===== src/hw/rtl/y86ie_pkg.sv =====
package y86ie_pkg;

	typedef struct packed {
		logic        command;
		logic [11:0] address;
		logic [7:0]  data_byte;
	} y86ie_item_t;

	typedef struct packed {
		logic [1:0]  status;
		logic [63:0] program_counter;
		logic        zero_flag;
		logic        sign_flag;
		logic        overflow_flag;
		logic        dest_valid;
		logic [3:0]  dest_reg;
		logic [63:0] dest_value;
		logic [63:0] stack_pointer;
		logic [63:0] fault_address;
	} y86ie_result_t;

	localparam logic [1:0] ST_AOK = 2'd0;
	localparam logic [1:0] ST_HLT = 2'd1;
	localparam logic [1:0] ST_ADR = 2'd2;
	localparam logic [1:0] ST_INS = 2'd3;

	localparam logic [3:0] I_HALT  = 4'h0;
	localparam logic [3:0] I_NOP   = 4'h1;
	localparam logic [3:0] I_CMOV  = 4'h2;
	localparam logic [3:0] I_IRMOV = 4'h3;
	localparam logic [3:0] I_RMMOV = 4'h4;
	localparam logic [3:0] I_MRMOV = 4'h5;
	localparam logic [3:0] I_OPQ   = 4'h6;
	localparam logic [3:0] I_JXX   = 4'h7;
	localparam logic [3:0] I_CALL  = 4'h8;
	localparam logic [3:0] I_RET   = 4'h9;
	localparam logic [3:0] I_PUSH  = 4'hA;
	localparam logic [3:0] I_POP   = 4'hB;

	localparam logic [3:0] FN_ADD = 4'h0;
	localparam logic [3:0] FN_SUB = 4'h1;
	localparam logic [3:0] FN_AND = 4'h2;
	localparam logic [3:0] FN_XOR = 4'h3;
	localparam logic [3:0] FN_ALU_MAX  = 4'h3;
	localparam logic [3:0] FN_COND_MAX = 4'h6;

	localparam logic [3:0] FN_C_ALWAYS = 4'h0;
	localparam logic [3:0] FN_C_LE     = 4'h1;
	localparam logic [3:0] FN_C_LT     = 4'h2;
	localparam logic [3:0] FN_C_EQ     = 4'h3;
	localparam logic [3:0] FN_C_NE     = 4'h4;
	localparam logic [3:0] FN_C_GE     = 4'h5;

	localparam logic [3:0] REG_NONE = 4'hF;
	localparam logic [3:0] RSP_IDX  = 4'd4;
	localparam int         WORD_BYTES = 8;

	typedef enum logic [4:0] {
		OP_NONE,
		OP_CLEAR,
		OP_CAPTURE,
		OP_RD_PC,
		OP_LATCH_OP,
		OP_RD_NPC,
		OP_LATCH_REG,
		OP_SETUP_NPC,
		OP_WORD_READ,
		OP_LATCH_VALC,
		OP_READ_A,
		OP_READ_B,
		OP_EXEC,
		OP_SETUP_T,
		OP_WORD_WRITE,
		OP_COMMIT,
		OP_ADR_PC,
		OP_ADR_NPC,
		OP_ADR_T,
		OP_SET_INS,
		OP_SET_HLT,
		OP_PUBLISH
	} dp_op_t;

	typedef struct packed {
		logic clr_last;
		logic is_store;
		logic stopped;
		logic pc_bad;
		logic need_reg;
		logic need_valc;
		logic npc_byte_bad;
		logic npc_word_bad;
		logic ins_bad;
		logic is_halt;
		logic mem_access;
		logic mem_load;
		logic addr_bad;
		logic word_rd_done;
		logic word_wr_done;
	} dp_status_t;

endpackage


===== src/hw/rtl/y86ie_ctrl.sv =====
module y86ie_ctrl (
	input  logic                  clk,
	input  logic                  arst_n,
	input  logic                  item_valid,
	output logic                  item_stall,
	output logic                  result_valid,
	input  logic                  result_stall,
	input  y86ie_pkg::dp_status_t status,
	output y86ie_pkg::dp_op_t     op
);
	import y86ie_pkg::*;

	typedef enum logic [4:0] {
		S_CLEAR,
		S_IDLE,
		S_START,
		S_OPC,
		S_OPC_CHK,
		S_REGB,
		S_REG_CHK,
		S_VALC,
		S_VALC_LATCH,
		S_DECODE,
		S_READ_B,
		S_EXEC,
		S_MEMCHK,
		S_LOAD,
		S_STORE,
		S_COMMIT,
		S_PUBLISH
	} state_t;

	state_t state_q, state_d;
	logic   valid_q;

	always_comb begin
		state_d = state_q;
		op      = OP_NONE;
		unique case (state_q)
			S_CLEAR: begin
				op = OP_CLEAR;
				if (status.clr_last) begin
					state_d = S_IDLE;
				end
			end
			S_IDLE: begin
				if (item_valid) begin
					op      = OP_CAPTURE;
					state_d = S_START;
				end
			end
			S_START: begin
				if (status.is_store || status.stopped) begin
					state_d = S_PUBLISH;
				end else if (status.pc_bad) begin
					op      = OP_ADR_PC;
					state_d = S_PUBLISH;
				end else begin
					op      = OP_RD_PC;
					state_d = S_OPC;
				end
			end
			S_OPC: begin
				op      = OP_LATCH_OP;
				state_d = S_OPC_CHK;
			end
			S_OPC_CHK: begin
				if (status.need_reg) begin
					if (status.npc_byte_bad) begin
						op      = OP_ADR_NPC;
						state_d = S_PUBLISH;
					end else begin
						op      = OP_RD_NPC;
						state_d = S_REGB;
					end
				end else if (status.need_valc) begin
					if (status.npc_word_bad) begin
						op      = OP_ADR_NPC;
						state_d = S_PUBLISH;
					end else begin
						op      = OP_SETUP_NPC;
						state_d = S_VALC;
					end
				end else begin
					state_d = S_DECODE;
				end
			end
			S_REGB: begin
				op      = OP_LATCH_REG;
				state_d = S_REG_CHK;
			end
			S_REG_CHK: begin
				if (status.need_valc) begin
					if (status.npc_word_bad) begin
						op      = OP_ADR_NPC;
						state_d = S_PUBLISH;
					end else begin
						op      = OP_SETUP_NPC;
						state_d = S_VALC;
					end
				end else begin
					state_d = S_DECODE;
				end
			end
			S_VALC: begin
				op = OP_WORD_READ;
				if (status.word_rd_done) begin
					state_d = S_VALC_LATCH;
				end
			end
			S_VALC_LATCH: begin
				op      = OP_LATCH_VALC;
				state_d = S_DECODE;
			end
			S_DECODE: begin
				if (status.ins_bad) begin
					op      = OP_SET_INS;
					state_d = S_PUBLISH;
				end else if (status.is_halt) begin
					op      = OP_SET_HLT;
					state_d = S_PUBLISH;
				end else begin
					op      = OP_READ_A;
					state_d = S_READ_B;
				end
			end
			S_READ_B: begin
				op      = OP_READ_B;
				state_d = S_EXEC;
			end
			S_EXEC: begin
				op      = OP_EXEC;
				state_d = S_MEMCHK;
			end
			S_MEMCHK: begin
				if (!status.mem_access) begin
					op      = OP_COMMIT;
					state_d = S_PUBLISH;
				end else if (status.addr_bad) begin
					op      = OP_ADR_T;
					state_d = S_PUBLISH;
				end else begin
					op      = OP_SETUP_T;
					state_d = status.mem_load ? S_LOAD : S_STORE;
				end
			end
			S_LOAD: begin
				op = OP_WORD_READ;
				if (status.word_rd_done) begin
					state_d = S_COMMIT;
				end
			end
			S_STORE: begin
				op = OP_WORD_WRITE;
				if (status.word_wr_done) begin
					state_d = S_COMMIT;
				end
			end
			S_COMMIT: begin
				op      = OP_COMMIT;
				state_d = S_PUBLISH;
			end
			S_PUBLISH: begin
				// wait until the output register is free or being emptied
				if (!valid_q || !result_stall) begin
					op      = OP_PUBLISH;
					state_d = S_IDLE;
				end
			end
			default: state_d = S_IDLE;
		endcase
	end

	always_ff @(posedge clk or negedge arst_n) begin
		if (!arst_n) begin
			state_q <= S_CLEAR;
			valid_q <= 1'b0;
		end else begin
			state_q <= state_d;
			if (op == OP_PUBLISH) begin
				valid_q <= 1'b1;
			end else if (!result_stall) begin
				valid_q <= 1'b0;
			end
		end
	end

	assign item_stall   = (state_q != S_IDLE);
	assign result_valid = valid_q;
endmodule


===== config.mk =====
export PLATFORM = sky130hd
export DESIGN_NAME = y86ie_ctrl
export DESIGN_NICKNAME = d
export VERILOG_FILES = /design/src/hw/rtl/y86ie_pkg.sv /design/src/hw/rtl/y86ie_ctrl.sv
export SDC_FILE = /design/constraint.sdc
export NUM_CORES = 1
export LEC_CHECK = 0
export BUFFER_PORTS_ARGS = -buffer_cell sky130_fd_sc_hd__buf_2
export CORE_MARGIN = 1.5
export CORE_UTILIZATION = 35
export CTS_CLUSTER_DIAMETER = 120
export DETAILED_ROUTE_END_ITERATION = 7
export PLACE_DENSITY = 0.68
export REMOVE_ABC_BUFFERS = 1
export SLEW_MARGIN = 20
export SYNTH_ARGS = -nofsm -noshare
export SYNTH_HDL_FRONTEND = slang
export SYNTH_SLANG_ARGS = --single-unit
export TNS_END_PERCENT = 100

===== constraint.sdc =====
create_clock -name clk -period 4.2 [get_ports clk]
set_input_delay 0.84 -clock clk [delete_from_list [all_inputs] [get_ports clk]]
set_output_delay 0.84 -clock clk [all_outputs]
set_load 0.005 [all_outputs]

==> key figures <==
Route
  – WL final: 2.454 mm
  – Post-route ant nets: 0
  – Remaining DRCs: 0
  – Iteration-0 DRC count of the detailed router: 39
  – Wire per inst: 13.94 µm
  – Vias: 1,045
  – Vias/cell: 5.938
  – First-pass DRT Iterations: 4

Synth
  – Post-Synthesis Cells: 126
  – Number of synthesized flops with an enable pin: 0
  – Netlist cell types: 47
  – Most used DFF post-synth: dfrtp_1
  – Post-Syn Area: 885.9 µm²
  – Register area share after synthesis: 16.95%
  – Fraction of registers with async set/reset: 100.0%
  – Mapped Avg Cell Area: 7.031 µm²
  – Syn. warnings: 0
  – Yosys reg bits: 6

Global route
  – GRT Total Usage: 18.76%
  – Vias in the first global route: 927
  – Initial antenna violation count: 0
  – Pin count of the biggest net entering global routing: 23
  – Grt total ovfl: 0
  – First-pass GRT wire length: 3.988 mm

Worst setup path
  – Critical Path End Type: output pin
  – Worst EP required: 3360 ps
  – Slowest cell delay on critical path: 810 ps
  – CP Launch Point: state_q[1]$_DFFE_PN0P_
  – CP max FO: 21
  – Reg-to-reg critical path startpoint: state_q[1]$_DFFE_PN0P_
  – Critical Path, Cell by Cell: nor2_1 > and3_1 > nand2_1 > o221ai_1 > or4_1 > buf_2
  – Slowest CP cell: dfrtp_1
  – WS Path Type: register to output pin
  – Arr. time, crit path: 2410 ps
  – Critical Path Source Type: register

Finish
  – Layout cells sized above 1: 23.29%
  – Area Growth Syn to Fin: 14.83%
  – Commonest non-fill, non-tap cell in the layout: buf_2
  – Final Util: 41.82%
  – # diodes: 0
  – Commonest cells after routing, fill and taps aside: 25 x buf_2, 16 x nand2_1, 14 x nor2_1, 9 x nand3_1, 8 x nor3_1
  – Final #Nets: 167

CTS
  – CTS tree: yes
  – Setup bufs post-CTS: 0
  – Post-CTS resize count: 0
  – Sink Count: 6
  – Hold-fix buffers at CTS: 0
  – Reg clk slew, reported paths: 40 ps
  – CTS root buffer: clkbuf_4
  – H-tree levels: 1
  – TritonCTS Buffers: 3
  – CTS max path bufs: 2
  – Worst skew pair latency: 240 ps

Floorplan
  – Total die area: 2842 µm²
  – Io pins: 26
  – Core box area: 2432 µm²
  – Rows: 18
  – Die height: 53.31 µm
  – Initial core utilization: 36.42%
  – Width of the die: 53.31 µm

Timing
  – Tcrit/Tclk final: 77.40%
  – Final slew viol count: 0
  – Clock Skew: 3.916 ps
  – Max-slew headroom: 51.11%
  – Final Hold Viols: 0
  – Slew of the pin with the lowest slew margin: 733.3 ps
  – Min Tclk post-route: 3251 ps
  – TNS Setup: 0 ps
  – Final setup violation count: 0
  – RSZ-0062 raised after global routing: false
  – Max Freq: 307.6 MHz
  – Final hold slack: 411.7 ps

Pwr
  – Clk pwr share: 7.9%
  – Int Pwr: 308.1 µW
  – Comb pwr share: 62.5%
  – Switching share of total power: 51.58%
  – PD cells: 625.7 nW/µm²
  – Reg power frac: 29.6%
  – LEAKAGE: 0.4510 nW
  – Overall power: 636.4 µW
  – Max VDD drop: 0.3623 mV
  – Net Sw Power: 328.3 µW

Run
  – Max-cap violation count: 0

Worst hold path
  – Hold crit path type: input port to asynchronous set/reset pin

Placement
  – GPL Wtd Cong: 0.9588
  – Port bufs: 25
  – DP Wirelength: 1.885 mm

Run status
  – Status: finished, final reports clean
layer usage:
metal  global-route usage, %  wire (µm)
met4                   3.419         21
met3                   4.520        232
met1                   26.10       1120
met5                       0          0
met2                   29.22       1080
power groups by stage:
stage          sequential, mW  combinational, mW  clock, mW
6_report                0.188              0.398     0.0505
2_1_floorplan           0.157              0.289          0
5_1_grt                 0.196              0.441     0.0619
3_5_place_dp            0.185              0.392          0
4_1_cts                 0.185              0.394     0.0534
3_3_place_gp            0.185              0.389          0
stage by stage:
stage	setup slack, ps	std cells	cell area [µm²]
after floorplan	1616	118	832.0
after global placement	1305	173	994.7
after detailed placement	1250	173	994.7
after CTS	983.2	176	1017
after global routing	816.7	176	1017
final	949.4	176	1017
synthesized netlist by cell type, types with 3 or more instances:
cell     number  area, µm²
dfrtp_1       6      150.1
nand3_1       9      45.04
buf_2         4      20.02
nor2_1       14      52.55
nor3_1        8      40.04
nand2_1      16      60.06
inv_1         5      18.77
o21ai_0       6      30.03
nor2b_1       6      37.54
nor4_1        3      18.77
area by class of cell:
cell class	count	area, µm²
clock buffers	3	22.52
fillers	261	1415
inverters	5	18.77
multi-input cells	107	663.1
flip-flops and latches	6	150.1
well taps	30	37.54
repair buffers	25	125.1
state kept, by name, indices dropped and copies added, names as in the netlist:
name	count
result_valid	1
state_q	5
path summary, 6_finish.rpt:
kind / cells after the start / slack (ps) / end
worst max-delay path: 6 / 950 / op[2]
worst min-delay path: 1 / 410 / state_q[4]$_DFFE_PN0P_
worst max register to register: 5 / 2000 / state_q[0]$_DFFE_PN0P_
worst min register to register: 2 / 540 / result_valid$_DFFE_PN0P_
max in group asynchronous: 1 / 3650 / state_q[3]$_DFFE_PN0P_
min in group clk: 2 / 540 / result_valid$_DFFE_PN0P_
cells by family after synthesis:
kind of cell,Yosys count,synth area share [%]
buffers and inverters,13,8.192
flip-flops,6,16.95
AND/OR/NAND/NOR,74,44.49
AO/OA/AOI/OAI,27,24.16
XOR/XNOR,4,3.956
multiplexers,2,2.260
worst max-delay path: cells and delay by family, from the launching register on:
kind / cells / cell delay (ps)
buffers and inverters: 1 / 140
DFF: 1 / 810
and+or+nand+nor: 4 / 1090
AOI/OAI and AO/OA: 1 / 130
Note: power is estimated with default switching activity, not from simulation.
